## src/sv/r10bp_pkg.sv

```systemverilog
// Shared constants, types and helpers for the raw10 Bayer half-res preview block.
`timescale 1ns / 1ps
package r10bp_pkg;

	// Line store geometry
	localparam int MAX_LINE   = 4096;
	localparam int PAIR_DEPTH = MAX_LINE / 2;
	localparam int PAIR_AW    = $clog2(PAIR_DEPTH);

	// Field and counter widths
	localparam int COL_W = 13;
	localparam int ROW_W = 12;
	localparam int PIX_W = 8;
	localparam int CFG_W = 13;

	localparam logic [COL_W-1:0] MAX_W          = COL_W'(MAX_LINE);
	localparam logic [COL_W-1:0] LINE_WIDTH_RST = 13'd3840;
	localparam logic [ROW_W-1:0] LINE_PAIRS_RST = 12'd1080;

	// Configuration register indexes
	localparam logic REG_LINE_WIDTH = 1'b0;
	localparam logic REG_LINE_PAIRS = 1'b1;

	// One preview pixel
	typedef struct packed {
		logic             eof;
		logic             eol;
		logic [PIX_W-1:0] red;
		logic [PIX_W-1:0] green;
		logic [PIX_W-1:0] blue;
	} pixel_t;

	// Usable line width: even, clamped to 2..MAX_LINE
	function automatic logic [COL_W-1:0] eff_width(input logic [COL_W-1:0] lw);
		logic [COL_W-1:0] w;
		w = lw & 13'h1FFE;
		if (w < 13'd2) w = 13'd2;
		if (w > MAX_W) w = MAX_W;
		return w;
	endfunction

endpackage

```

## src/sv/r10bp_unpack.sv

```systemverilog
// Unpacker for 10-bit samples packed four to five bytes, keeps the upper 8 bits.
`timescale 1ns / 1ps
module r10bp_unpack (
	input  logic                      clk,
	input  logic                      arst_n,
	input  logic [7:0]                byte_in,
	input  logic                      frame_start,
	input  logic                      accept,
	input  logic                      active,
	output logic [r10bp_pkg::PIX_W-1:0] sample,
	output logic                      sample_valid
);
	import r10bp_pkg::*;

	typedef enum logic [2:0] {
		PH_LEAD = 3'd0,
		PH_B1   = 3'd1,
		PH_B2   = 3'd2,
		PH_B3   = 3'd3,
		PH_B4   = 3'd4
	} phase_t;

	phase_t     phase_q;
	logic [7:0] carry_q;

	phase_t     ph;
	phase_t     ph_nx;
	logic [7:0] cr;
	logic [7:0] cr_nx;

	// frame start clears phase and leftover bits before the byte is used
	always_comb begin
		ph = frame_start ? PH_LEAD : phase_q;
		cr = frame_start ? 8'd0 : carry_q;
	end

	// splice leftover bits with the top of the new byte
	always_comb begin
		sample       = '0;
		sample_valid = 1'b1;
		cr_nx        = 8'd0;
		ph_nx        = PH_LEAD;
		case (ph)
			PH_B1: begin
				sample = cr;
				cr_nx  = byte_in & 8'h3F;
				ph_nx  = PH_B2;
			end
			PH_B2: begin
				sample = {cr[5:0], byte_in[7:6]};
				cr_nx  = byte_in & 8'h0F;
				ph_nx  = PH_B3;
			end
			PH_B3: begin
				sample = {cr[3:0], byte_in[7:4]};
				cr_nx  = byte_in & 8'h03;
				ph_nx  = PH_B4;
			end
			PH_B4: begin
				sample = {cr[1:0], byte_in[7:2]};
				cr_nx  = 8'd0;
				ph_nx  = PH_LEAD;
			end
			default: begin
				// lead byte, or a phase code that means nothing
				sample_valid = 1'b0;
				cr_nx        = byte_in;
				ph_nx        = PH_B1;
			end
		endcase
	end

	// phase and leftover bits; past the frame only the clear applies
	always_ff @(posedge clk or negedge arst_n) begin
		if (!arst_n) begin
			phase_q <= PH_LEAD;
			carry_q <= 8'd0;
		end else if (accept) begin
			if (active) begin
				phase_q <= ph_nx;
				carry_q <= cr_nx;
			end else begin
				phase_q <= ph;
				carry_q <= cr;
			end
		end
	end

endmodule

```

## config.mk

```make
export PLATFORM = sky130hd
export DESIGN_NAME = r10bp_unpack
export DESIGN_NICKNAME = d
export VERILOG_FILES = /design/src/sv/r10bp_pkg.sv /design/src/sv/r10bp_unpack.sv
export SDC_FILE = /design/constraint.sdc
export NUM_CORES = 1
export LEC_CHECK = 0
export BUFFER_PORTS_ARGS = -buffer_cell sky130_fd_sc_hd__buf_2
export CAP_MARGIN = 20
export CELL_PAD_IN_SITES_DETAIL_PLACEMENT = 0
export CELL_PAD_IN_SITES_GLOBAL_PLACEMENT = 1
export CORE_UTILIZATION = 36
export CTS_CLUSTER_DIAMETER = 120
export DETAILED_ROUTE_END_ITERATION = 16
export PLACE_DENSITY_LB_ADDON = 0.05
export SLEW_MARGIN = 20
export SYNTH_ARGS = -nofsm -noshare
export SYNTH_HDL_FRONTEND = slang
export SYNTH_SLANG_ARGS = --single-unit
```

## constraint.sdc

```tcl
create_clock -name clk -period 1.8 [get_ports clk]
set_clock_uncertainty 0.05 [all_clocks]
set_input_delay 0.09 -clock clk [delete_from_list [all_inputs] [get_ports clk]]
set_output_delay 0.09 -clock clk [all_outputs]
set_load 0.005 [all_outputs]
```

==> flow_summary.ini <==
[worst_setup_path]
crit_family = flip-flops
cp_slowest_cell = dfrtp_2
start_kind = flip-flop
path_buf_inv = 2
reg2reg_slack_ps = 240
ff2ff_path_depth = 3
crit_chain = or3b_1 > o22a_2 > inv_1 > buf_2
path_depth = 4
critPathArrivalTime_ps = 1590
critPathKind = reg -> out
cp_max_fo = 6
max_stage_delay_ps = 460
worst_ep_required_time_ps = 1660
end_kind = output port

[pwr]
p_seq_share_pct = 42.6
p_sw_uw = 273
total_power_uw = 780
leakagePower_uw = 0.000427
p_clk_share_pct = 21.7
p_comb_share_pct = 35.7
p_int_uw = 507
power.density_nw_per_um2 = 798
vdd_drop_max_mv = 0.457
switching_share_pct = 35.0

[clock_network]
htreeDepth = 1
clk-insertion-delay-late_ps = 270
cts-root-buf = clkbuf_4
cts_buffers = 3
clk_pin_slew_ps = 70
cts_tree = built
cts_sinks = 11
cts_max_path_buffers = 2

[route]
drt_iter0_drc = 14
drt_wl_total_mm = 2.12
viasPerCell = 5.71
drc = 0
vias = 782
ant_nets = 0
drt_pass1_iterations = 6
wire_per_inst_um = 15.4

[global_route]
gr-usage-all-layers_pct = 21.1
antenna_found_initial = 0
overflow = 0
grt_pass1_vias = 686
grt_pass1_wl_mm = 3.22
grt_max_degree = 12

[timing]
finalSetupViolations = 0
final.period_utilization_pct = 96.1
drv_slew = 0
tightest_slew_ps = 339
relSlewSlack_pct = 77.4
finalHoldViolations = 0
max_freq_mhz = 578
period_minus_slack_ps = 1730

[final_layout]
finalNetCount = 124
final_cell_area_um2 = 977
fin_util_pct = 49.8
area_growth_pct = 30.4
n_antenna_cell = 0
layout-drive-gt1-share_pct = 36.4

[floorplanning]
core_area_um2 = 1960
fp.dieH_um = 47.6
io_pins = 22
die_w_um = 47.6
dieArea_um2 = 2270
start_util_pct = 38.2
rows = 16

[yosys]
synth_most_common_cell = a22oi_1
syn_nets = 94
synthesis.area_um2 = 749
yosysWarnings = 0
synth-seq-cells = 11
synthTopCellsByCount = a22oi_1 (16), dfrtp_1 (11), o21ai_0 (11), a32o_1 (4), nand2_1 (4)
ys_seq_area_share_pct = 36.7
synth_area_leaders = dfrtp_1 (37%), a22oi_1 (16%), o21ai_0 (7.3%), a32o_1 (5.3%), a22o_1 (3.5%)
synthArstFlopShare_pct = 100
synthFlopType = dfrtp_1
yosysUniqueCellTypes = 28
synth_top_area_share_pct = 36.7
syn_area_per_cell_um2 = 9.25
syn_inst = 81
synth_edf_count = 0
synth_area_leader_cell = dfrtp_1

[placed_design]
placed_area_um2 = 877
post-dp-hpwl_mm = 1.44
portBuffers = 21
place_congestion = 0.764

[run_status]
outcome = completed

[min_path]
min_path_cells = 3
hp-class = in -> reg

[run]
drv_cap = 0
metrics by stage:
| step | hold slack, ps | TNS [ps] | instances | setup slack [ps] |
|---|---|---|---|---|
| floorplan | -256 | 0 | 81 | 276 |
| global placement | -69.0 | 0 | 125 | 220 |
| detailed placement | -73.7 | 0 | 125 | 208 |
| CTS | 26.9 | 0 | 135 | 11.5 |
| global route | 35.0 | -0.303 | 137 | -0.254 |
| finish | 31.2 | 0 | 137 | 70.6 |
per-layer routing:
layer  global-route usage (%)  up-vias  wire length, µm
met2                     32.6       20             1000
met5                        0        -                0
met3                     4.53        2               76
met4                     8.33        0               15
li1                         -      381                -
met1                     28.9      379             1020
kinds of logic (layout without fill, tap and decap cells):
group / count (synthesis) / count (layout) / share of synthesized area (%)
AOI/OAI and AO/OA: 41 / 41 / 38.9
and+or+nand+nor: 19 / 19 / 17.9
DFF: 11 / 11 / 36.7
buffers and inverters: 10 / 39 / 6.51
state kept, by name, summed over array words and instances, names as in the netlist:
register / cells
phase_q: 3
carry_q: 8
cell type report:
| cell class | instances | area (µm²) |
|---|---|---|
| sequential | 11 | 279 |
| multi-input combinational | 60 | 430 |
| fill | 201 | 985 |
| timing repair buffer | 33 | 200 |
| tap | 27 | 33.8 |
| inverter | 2 | 7.51 |
| clock buffer | 4 | 26.3 |
final timing paths:
path	end	start
min in group asynchronous	carry_q[4]	arst_n
max reg2reg	carry_q[6]	phase_q[1]
min reg2reg	carry_q[6]	carry_q[6]
max	sample_valid	phase_q[1]
max in group asynchronous	phase_q[1]	arst_n
min	carry_q[2]	byte_in[2]
power groups by stage:
| stage | sequential, µW | combinational (µW) | clock, µW |
|---|---|---|---|
| finish | 332 | 279 | 169 |
| global route | 337 | 310 | 190 |
| CTS | 336 | 258 | 174 |
| detailed placement | 339 | 245 | 0 |
| global placement | 338 | 245 | 0 |
| floorplan | 306 | 193 | 0 |
worst register-to-register path, stage by stage, from the launching register on:
cell and delay (ps):
dfrtp_2 460, or3b_1 440, o22a_2 270, a32o_1 240
repair_timing:
action	4_1_cts	5_1_grt
setup endpoints to repair	6	9
hold endpoints to repair	14	0
gates resized for setup	2	4
gates cloned	0	0
buffers inserted	2	2
pin swaps	1	1
hold buffers	4	0
cells in the final DEF (no fill, tap or decap), drive strengths merged:
cell / synthesis / final
or2: 1 / 1
o22a: 1 / 1
a211oi: 1 / 1
and4bb: 1 / 1
dlygate4sd3: 0 / 4
nor2b: 3 / 3
nor4b: 1 / 1
nand3b: 2 / 2
a22o: 3 / 3
o211a: 1 / 1
o21bai: 1 / 1
and2: 1 / 1
nor2: 3 / 3
a32o: 4 / 4
or3b: 1 / 1
o21ai: 12 / 12
a21oi: 2 / 2
nand4b: 1 / 1
inv: 2 / 2
clkbuf: 4 / 6
nor3b: 1 / 1
a22oi: 16 / 16
dfrtp: 11 / 11
buf: 4 / 27
nand2: 4 / 4
Note: power is estimated with default switching activity, not from simulation.
