File: src/sv/r10bp_pkg.sv
// Shared constants, types and helpers for the raw10 Bayer half-res preview block.
`timescale 1ns / 1ps
package r10bp_pkg;

	// Line store geometry
	localparam int MAX_LINE   = 4096;
	localparam int PAIR_DEPTH = MAX_LINE / 2;
	localparam int PAIR_AW    = $clog2(PAIR_DEPTH);

	// Field and counter widths
	localparam int COL_W = 13;
	localparam int ROW_W = 12;
	localparam int PIX_W = 8;
	localparam int CFG_W = 13;

	localparam logic [COL_W-1:0] MAX_W          = COL_W'(MAX_LINE);
	localparam logic [COL_W-1:0] LINE_WIDTH_RST = 13'd3840;
	localparam logic [ROW_W-1:0] LINE_PAIRS_RST = 12'd1080;

	// Configuration register indexes
	localparam logic REG_LINE_WIDTH = 1'b0;
	localparam logic REG_LINE_PAIRS = 1'b1;

	// One preview pixel
	typedef struct packed {
		logic             eof;
		logic             eol;
		logic [PIX_W-1:0] red;
		logic [PIX_W-1:0] green;
		logic [PIX_W-1:0] blue;
	} pixel_t;

	// Usable line width: even, clamped to 2..MAX_LINE
	function automatic logic [COL_W-1:0] eff_width(input logic [COL_W-1:0] lw);
		logic [COL_W-1:0] w;
		w = lw & 13'h1FFE;
		if (w < 13'd2) w = 13'd2;
		if (w > MAX_W) w = MAX_W;
		return w;
	endfunction

endpackage

File: src/sv/r10bp_outbuf.sv
// Output register plus skid stage for preview pixels.
`timescale 1ns / 1ps
module r10bp_outbuf (
	input  logic              clk,
	input  logic              arst_n,
	input  logic              push,
	input  r10bp_pkg::pixel_t pix_in,
	output logic              ready,
	output logic              out_valid,
	input  logic              out_ready,
	output r10bp_pkg::pixel_t pix_out
);
	import r10bp_pkg::*;

	logic   out_v_q;
	logic   skid_v_q;
	pixel_t out_q;
	pixel_t skid_q;
	logic   pop;

	assign pop       = out_v_q & out_ready;
	assign ready     = ~skid_v_q;
	assign out_valid = out_v_q;
	assign pix_out   = out_q;

	// control: skid fills only while the output word is stalled
	always_ff @(posedge clk or negedge arst_n) begin
		if (!arst_n) begin
			out_v_q  <= 1'b0;
			skid_v_q <= 1'b0;
		end else if (!out_v_q || pop) begin
			if (skid_v_q) begin
				out_v_q  <= 1'b1;
				skid_v_q <= 1'b0;
			end else begin
				out_v_q <= push;
			end
		end else if (push) begin
			skid_v_q <= 1'b1;
		end
	end

	// payload
	always_ff @(posedge clk) begin
		if (!out_v_q || pop) begin
			out_q <= skid_v_q ? skid_q : pix_in;
		end else if (push) begin
			skid_q <= pix_in;
		end
	end

`ifndef NO_ASSERTIONS
	a_skid_behind_out: assert property (@(posedge clk) disable iff (!arst_n)
		skid_v_q |-> out_v_q)
		else $error("skid holds a word while the output register is empty");

	a_stall_only_full: assert property (@(posedge clk) disable iff (!arst_n)
		!ready |-> out_valid)
		else $error("input stalled with no output word pending");

	a_push_visible: assert property (@(posedge clk) disable iff (!arst_n)
		push |=> out_valid)
		else $error("pushed word not presented on the next cycle");
`endif

endmodule

File: config.mk
export PLATFORM = sky130hd
export DESIGN_NAME = r10bp_outbuf
export DESIGN_NICKNAME = d
export VERILOG_FILES = /design/src/sv/r10bp_pkg.sv /design/src/sv/r10bp_outbuf.sv
export SDC_FILE = /design/constraint.sdc
export NUM_CORES = 1
export LEC_CHECK = 0
export ABC_AREA = 1
export BUFFER_PORTS_ARGS = -buffer_cell sky130_fd_sc_hd__buf_2
export CORE_MARGIN = 4
export CORE_UTILIZATION = 45
export CTS_BUF_LIST = sky130_fd_sc_hd__clkbuf_16
export CTS_CLUSTER_DIAMETER = 150
export DETAILED_ROUTE_END_ITERATION = 12
export PLACE_DENSITY_LB_ADDON = 0.25
export SYNTH_ARGS = -nofsm -noshare
export SYNTH_HDL_FRONTEND = slang
export SYNTH_SLANG_ARGS = --single-unit
File: constraint.sdc
create_clock -name clk -period 2.6 [get_ports clk]
set_clock_uncertainty 0.15 [all_clocks]
set_input_delay 0.26 -clock clk [delete_from_list [all_inputs] [get_ports clk]]
set_output_delay 0.26 -clock clk [all_outputs]
set_load 0.005 [all_outputs]
==> results of run 1 <==
[worst min-delay path by stage]
stage,cells after the start,endpoint
detailed placement,1,out_valid
CTS,1,skid_q[13]
finish,1,skid_q[13]
global placement,1,out_valid
global route,1,skid_q[13]
floorplan,0,out_valid
[area by class of cell]
cell class,count,area [um^2]
Sequential cell,54,1610
Inverter,3,18.8
Clock inverter,3,45.0
Timing Repair Buffer,61,318
Fill cell,342,1840
Clock buffer,5,125
Multi-Input combinational cell,83,327
Tap cell,52,65.1
[registers in the layout, summed over array words and instances, names as in the netlist]
signal / cells
pix_out: 26
skid_v_q: 1
skid_q: 26
out_valid: 1
[placed cells by master (no fill, tap or decap)]
cell / n
buf_2: 57
bufinv_16: 1
clkbuf_16: 5
dfrtp_1: 2
inv_1: 2
nand2_2: 5
nor2_2: 1
buf_4: 3
clkinvlp_4: 2
edfxtp_1: 52
nand2_1: 75
dlygate4sd3_1: 1
nor2_1: 2
inv_8: 1
[critical path, stage by stage (launching register included)]
cell     delay, ps
dfrtp_1        660
inv_8          160
buf_2          170
[power by group]
part / leakage, uW / internal (uW) / switching [uW]
registers: 0.000527 / 1030 / 20.4
clock network: 0.0000760 / 454 / 285
logic: 0.000497 / 68.4 / 97.1
total: 0.00110 / 1550 / 402
[logic make-up after synthesis]
group	count (synthesis)	share of synthesized area, %
AND/OR/NAND/NOR	83	16.1
flip-flops	54	80.1
buffers and inverters	8	3.73
[synth_stat cells (all sizes together)]
cell type  number
dfrtp           2
inv             3
edfxtp         52
nor2            3
nand2          80
buf             5
[through the flow]
step | area, um^2 | hold slack [ps] | setup slack, ps
2_1_floorplan | 2010 | -186 | 286
3_3_place_gp | 2330 | -96.1 | 1240
3_5_place_dp | 2330 | -93.9 | 1190
4_1_cts | 2510 | 8.95 | 901
5_1_grt | 2510 | 7.05 | 855
6_report | 2510 | 14.1 | 921
[metal layers]
layer / track usage, % / vias to the layer above / part of all wire (%)
met5: 0 / - / 0
met1: 18.0 / 585 / 42
met4: 4.74 / 0 / 0.36
met2: 21.4 / 43 / 50
met3: 3.34 / 2 / 7.6
li1: - / 609 / -
==> results.md, run 1 <==
- Clock root buffer: clkbuf_16
- Drt drc: 0
- Fin nets: 238
- Vias in the first global route: 1205
- Relative slew slack: 66.5%
- GRT Overall Usage: 13.4%
- Num ports: 58
- Worst Reg-to-Reg Cells: 3
- Leakage Power: 0.00110 uW
- CTS buffer count: 5
- Largest cells by area after synthesis: edfxtp_1 78%, nand2_1 14%, dfrtp_1 2.5%
- Synth Instances: 145
- Post-synth net total: 175
- Final Cycle Share: 64.6%
- Drt wl/cell: 13.9 um
- Crit path time final: 1680 ps
- Post-CTS resize count: 0
- Rows: 24
- CP Capture Type: primary output
- Number of H-tree levels: 2
- Setup bufs post-CTS: 0
- Crit path required time: 2190 ps
- Via count: 1239
- WL final: 3.62 mm
- Seq/Total Area, Yosys: 80.1%
- Congestion Overflow GR: 0
- CTS tree: yes
- #FFs+latches synth: 54
- Synthesized area: 2010 um^2
- Share of post-route cells with drive strength above 1: 35.9%
- Max Clk Rate: 596 MHz
- R2R Path End: pix_out[5]
- Crit path DAT: 1270 ps
- Endpoints failing setup: 0
- Number of DRC markers in iteration 0: 63
- RSZ-0062 raised after global routing: no
- Clk_lat worst skew: 280 ps
- Worst Path Class, Setup: reg -> out
- Post-DRT Antenna Nets: 0
- Core area: 4350 um^2
- Outcome: complete, no violations
- Hold Vio Cnt, Final: 0
- Final total power: 1960 uW
- Post-synth top area share: 77.7%
- Power density over the cells: 780 nW/um^2
- Finished Core Util: 57.6%
- R2R Path Start: skid_v_q
- Avg Vias per Cell: 4.75
- Worst-path fanout max: 27
- Die ar.: 5600 um^2
- CTS max path bufs: 2
- Critical Path Source Type: flop
- Global-route wire length before repair: 5.62 mm
- CTS hold repair buffers: 1
- Initial antenna violation count: 0
- Ys Warns: 0
- Worst-path clk slew: 70 ps
- GPL Wtd Cong: 0.716
- Die W: 74.8 um
- Setup slack, reg-to-reg: 1200 ps
- Worst Max-Slew Pin Slew: 503 ps
- Post-DP HPWL: 2.49 mm
- Initial core utilization: 46.2%
- First-pass iteration count of the detailed router: 4
- Clk sinks: 54
- Hold path startpoint: pix_in[13]
- Distinct cells, synth: 10
- Type of the worst min-delay path: in -> reg
- Largest net degree at the start of global routing: 29
- Cells after DPL: 252
- Worst setup path start: skid_v_q
- Maxcap violations: 0
- Crit path to: ready
- Synth-to-Final Area Change: 24.8%
- Final Max Slew Viols: 0
- Non-filler cells, final: 261
- N_diodes: 0
- Die Y-Extent: 74.8 um
- Setup TNS: 0 ps
- Area leader, netlist: edfxtp_1
- Peak supply drop: 0.453 mV
- Syn avg cell area: 13.9 um^2
- Port Buffers: 57
Note: power is estimated with default switching activity, not from simulation.
==> run 2: changes to the inputs <==
Settings changed: CORE_UTILIZATION 45 to 50.
Clock period 2.6 ns to 1.6 ns, I/O delays scaled along.
==> results.md, run 2 (synthesis results as in run 1) <==
- Outcome: complete, no violations
- Post-DP HPWL: 2.50 mm (+0.73%)
- Initial antenna violation count: 0 (unchanged)
- Critical path's slowest cell: dfrtp_1
- Die Y-Extent: 71.4 um (-4.6%)
- RSZ-0062 raised after global routing: no
- Final Max Slew Viols: 0 (unchanged)
- Critical Path Source Type: flop
- Core area: 3770 um^2 (-13%)
- N_diodes: 0 (unchanged)
- CP Capture Type: flop
- Worst Max-Slew Pin Slew: 222 ps (-280 ps)
- Type of the worst min-delay path: in -> async
- Leakage Power: 0.00123 uW (+12%)
- Number of DRC markers in iteration 0: 114 (+81%)
- Clk sinks: 54 (unchanged)
- Crit path time final: 1380 ps
- Drt wl/cell: 14.2 um (+2.7%)
- Die ar.: 5100 um^2 (-9.0%)
- First-pass iteration count of the detailed router: 4 (unchanged)
- GRT Overall Usage: 17.5% (+4.1 points)
- Vias in the first global route: 1392 (+16%)
- Worst-path clk slew: 60 ps (about the same)
- Post-CTS resize count: 0 (unchanged)
- Relative slew slack: 85.2% (+19 points)
- GPL Wtd Cong: 0.678 (-5.3%)
- Finished Core Util: 74.8% (+17 points)
- CP Cell Sequence: nand2_8 -> nor2_4 -> buf_4
- Global-route wire length before repair: 6.71 mm (+19%)
- Maxcap violations: 0 (unchanged)
- Hold Vio Cnt, Final: 0 (unchanged)
- Synth-to-Final Area Change: 40.3%
- WL final: 4.07 mm (+12%)
- Via count: 1365 (+10%)
- CTS tree: yes
- Setup TNS: 0 ps (unchanged)
- Worst-path fanout max: 14 (-48%)
- Clock root buffer: clkbuf_16
- Num ports: 58 (unchanged)
- Worst Path Class, Setup: reg -> reg
- Most common cell after layout, fill and taps aside: nand2_1
- Max Clk Rate: 725 MHz
- Worst path max stage delay: 440 ps (-220 ps)
- Number of H-tree levels: 2 (unchanged)
- Die W: 71.4 um (-4.6%)
- Post-DRT Antenna Nets: 0 (unchanged)
- Share of post-route cells with drive strength above 1: 32.4% (-3.5 points)
- Crit path required time: 1440 ps (-750 ps)
- Rows: 22 (-8.3%)
- Clk_lat worst skew: 290 ps (about the same)
- Initial core utilization: 53.3% (+7.1 points)
- Endpoints failing setup: 0 (unchanged)
- Power density over the cells: 1150 nW/um^2 (+47%)
- Drt drc: 0 (unchanged)
- Most frequent cells in the layout: 74 x nand2_1, 57 x buf_2, 52 x edfxtp_1
- Congestion Overflow GR: 0 (unchanged)
- Final Cycle Share: 86.2%
- Port Buffers: 57 (unchanged)
- Setup bufs post-CTS: 0 (unchanged)
- CTS max path bufs: 2 (unchanged)
- Avg Vias per Cell: 4.77 (+0.54%)
- Crit path DAT: 1220 ps (-50 ps)
- Fillers: 258 (-25%)
- Peak supply drop: 0.906 mV (+100%)
- Fin nets: 267 (+12%)
- CTS buffer count: 5 (unchanged)
- Largest net degree at the start of global routing: 28 (-3.4%)
run 2: cell count changes in the layout (fill, tap and decap cells not counted), sizes merged:
cell,change
dlygate4sd3,+27
inv,+1
buf,+2
clkinvlp,-1
run 2: critical path, delay by kind of cell (launching register included):
kind / cells / cell delay (ps)
flip-flops: 1 / 440
AND/OR/NAND/NOR: 2 / 290
buffers and inverters: 1 / 210
run 2: through the flow:
step / cells / hold slack (ps) / worst slack, ps / cell area, um^2 / total power [uW]
finish: 286 / 42.5 / 221 / 2820 / 3240
global route: 286 / 58.7 / 158 / 2820 / 3390
CTS: 286 / 30.0 / 199 / 2820 / 3270
detailed placement: 250 / -202 / 209 / 2370 / 2030
global placement: 250 / -204 / 233 / 2370 / 2020
floorplan: 145 / -286 / 3.89 / 2030 / 1880
run 2: report_power, final:
part           switching, uW  internal, uW
combinational            178           165
sequential              32.7          1680
clock                    454           732
total                    665          2580
run 2: path summary, 6_finish.rpt:
path                       startpoint     endpoint  slack (ps)  depth (start not counted)
max in group asynchronous      arst_n     skid_v_q        1160                          2
hold reg to reg            skid_q[15]  pix_out[15]         370                          2
hold / removal                 arst_n    out_valid          40                          2
setup reg to reg            out_valid    skid_q[0]         220                          3
setup / recovery            out_valid    skid_q[0]         220                          3
min in group clk            out_ready  pix_out[24]         160                          3
run 2: per-layer routing:
layer  wire [um]  global-route usage (%)
met1        1520                    21.0
met2        2230                    30.0
met3         252                    4.77
met4          67                    6.89
met5           0                       0
run 2: area by class of cell:
class,count,area (um^2),area share (%)
flip-flops and latches,54,1610,57.1
repair buffers,90,616,21.8
multi-input cells,83,348,12.3
clock buffers,5,125,4.44
well taps,48,60.1,2.13
clock inverters,3,41.3,1.46
inverters,3,18.8,0.665
run 2: repair_timing:
action | 4_1_cts | 5_1_grt
hold endpoints to repair | 35 | 0
endpoints found under the setup margin | 0 | 0
hold buffers | 28 | 0
==> run 3: changes to the inputs <==
Settings changed: REMOVE_ABC_BUFFERS set to 1.
==> results.md, run 3 (synthesis results as in run 1) <==
- Port Buffers: 57 (unchanged)
- Most common cell after layout, fill and taps aside: nand2_1
- Core area: 3770 um^2 (unchanged)
- Worst Path Class, Setup: reg -> out
- Fin nets: 271 (+1.5%)
- Synth-to-Final Area Change: 38.6%
- R2R Path End: pix_out[15]
- Multi-input gate area: 327 um^2 (-6.1%)
- Initial antenna violation count: 0 (unchanged)
- GPL Wtd Cong: 0.665 (-2.0%)
- Power density over the cells: 1090 nW/um^2 (-5.0%)
- Finished Core Util: 73.9% (-0.90 points)
- GRT busiest layer: met2
- Routing usage on met3: 3.93% (-0.84 points)
- Vias in the first global route: 1440 (+3.4%)
- Non-filler cells, final: 290 (+1.4%)
- Type of the worst min-delay path: in -> async
- Clk sinks: 54 (unchanged)
- Initial core utilization: 53.3% (unchanged)
- Fin area: 2790 um^2 (-1.2%)
- Crit path time final: 1400 ps (+23.8 ps)
- Maxcap violations: 0 (unchanged)
- Crit path DAT: 1090 ps (-130 ps)
- GR Util met2: 30.6% (+0.61 points)
- Post-DRT Antenna Nets: 0 (unchanged)
- Clk_lat worst skew: 280 ps (about the same)
- RSZ-0062 raised after global routing: no
- Max Clk Rate: 713 MHz (-1.7%)
- Number of H-tree levels: 2 (unchanged)
- Worst Max-Slew Pin Slew: 241 ps (+18.5 ps)
- Worst-path fanout max: 8 (-6)
- Peak supply drop: 0.861 mV (-5.0%)
- CTS max path bufs: 2 (unchanged)
- Clock root buffer: clkbuf_16
- Worst-path clk slew: 60 ps (about the same)
- Final Cycle Share: 87.7% (+1.5 points)
- Global-route wire length before repair: 6.63 mm (-1.1%)
- Die Y-Extent: 71.4 um (unchanged)
- Leakage Power: 0.00123 uW (-0.29%)
- WL final: 4.01 mm (-1.6%)
- Avg Vias per Cell: 4.62 (-3.2%)
- Share of post-route cells with drive strength above 1: 32.2% (-0.12 points)
- Most frequent cells in the layout: 75 x nand2_1, 57 x buf_2, 52 x edfxtp_1
- Register area: 1610 um^2 (unchanged)
- Post-CTS resize count: 0 (unchanged)
- Post-DP HPWL: 2.59 mm (+3.4%)
- Number of DRC markers in iteration 0: 96 (-16%)
- CP Capture Type: primary output
- CTS tree: yes
- Die ar.: 5100 um^2 (unchanged)
- Num ports: 58 (unchanged)
- Die W: 71.4 um (unchanged)
- Cells after DPL: 254 (+1.6%)
- Crit path required time: 1290 ps (-150 ps)
- Placement Cell Area: 2370 um^2 (-0.16%)
- CTS buffer count: 5 (unchanged)
- Met1 usage: 20.4% (-0.60 points)
- Final total power: 3040 uW (-6.2%)
- Via count: 1340 (-1.8%)
- R2R Path Start: skid_v_q
- Outcome: complete, no violations
- Worst Reg-to-Reg Cells: 3 (unchanged)
- Rows: 22 (unchanged)
- Drt wl/cell: 13.8 um (-3.0%)
- First-pass iteration count of the detailed router: 4 (unchanged)
- GRT Overall Usage: 17.1% (-0.46 points)
- Congestion Overflow GR: 0 (unchanged)
- Setup bufs post-CTS: 0 (unchanged)
- Hold Vio Cnt, Final: 0 (unchanged)
- Largest net degree at the start of global routing: 25 (-11%)
- Final Max Slew Viols: 0 (unchanged)
- Critical Path Source Type: flop
- Drt drc: 0 (unchanged)
- Setup slack, reg-to-reg: 330 ps (+110 ps)
- Endpoints failing setup: 0 (unchanged)
- N_diodes: 0 (unchanged)
- Fillers: 249 (-3.5%)
- Relative slew slack: 83.9% (-1.2 points)
[run 3: layout make-up]
class / count / share of cell area [%]
Clock buffer: 5 / 4.49
Clock inverter: 3 / 0.404
Inverter: 3 / 0.674
Multi-Input combinational cell: 83 / 11.7
Sequential cell: 54 / 57.8
Tap cell: 48 / 2.16
Timing Repair Buffer: 94 / 22.7
[run 3: through the flow]
stage	TNS, ps	hold WS [ps]	setup WS [ps]
final	0	75.9	197
after CTS	0	45.4	177
after global placement	0	-197	346
after floorplan	-29470	-286	-1130
after global routing	0	86.0	140
after detailed placement	0	-200	334
[run 3: power breakdown]
| part | internal, uW | total [uW] | switching [uW] |
|---|---|---|---|
| Sequential | 1680 | 1710 | 29.1 |
| Combinational | 168 | 345 | 177 |
| Clock | 563 | 989 | 426 |
[run 3: how the worst max path moves through the flow]
stage	from	to	slack (ps)	cells past startpoint
finish	skid_v_q	ready	200	3
global route	skid_v_q	ready	140	3
CTS	skid_v_q	ready	180	3
detailed placement	out_valid	skid_q[10]	330	3
global placement	out_valid	skid_q[12]	350	3
floorplan	out_valid	skid_q[0]	-1130	2
[run 3: repair_timing]
item	CTS	global route
hold buffers	28	0
setup endpoints to repair	0	0
endpoints found under the hold margin	30	0
[run 3: layer usage]
metal | routed length [um] | vias to the layer above
met1 | 1670 | 621
li1 | - | 677
met4 | 8 | 0
met3 | 216 | 2
met2 | 2110 | 40
met5 | 0 | -
[run 3: worst max-delay path: stages, from the launching register on]
cell     delay, ps
dfrtp_1        460
inv_8           80
buf_4          160
buf_2          130
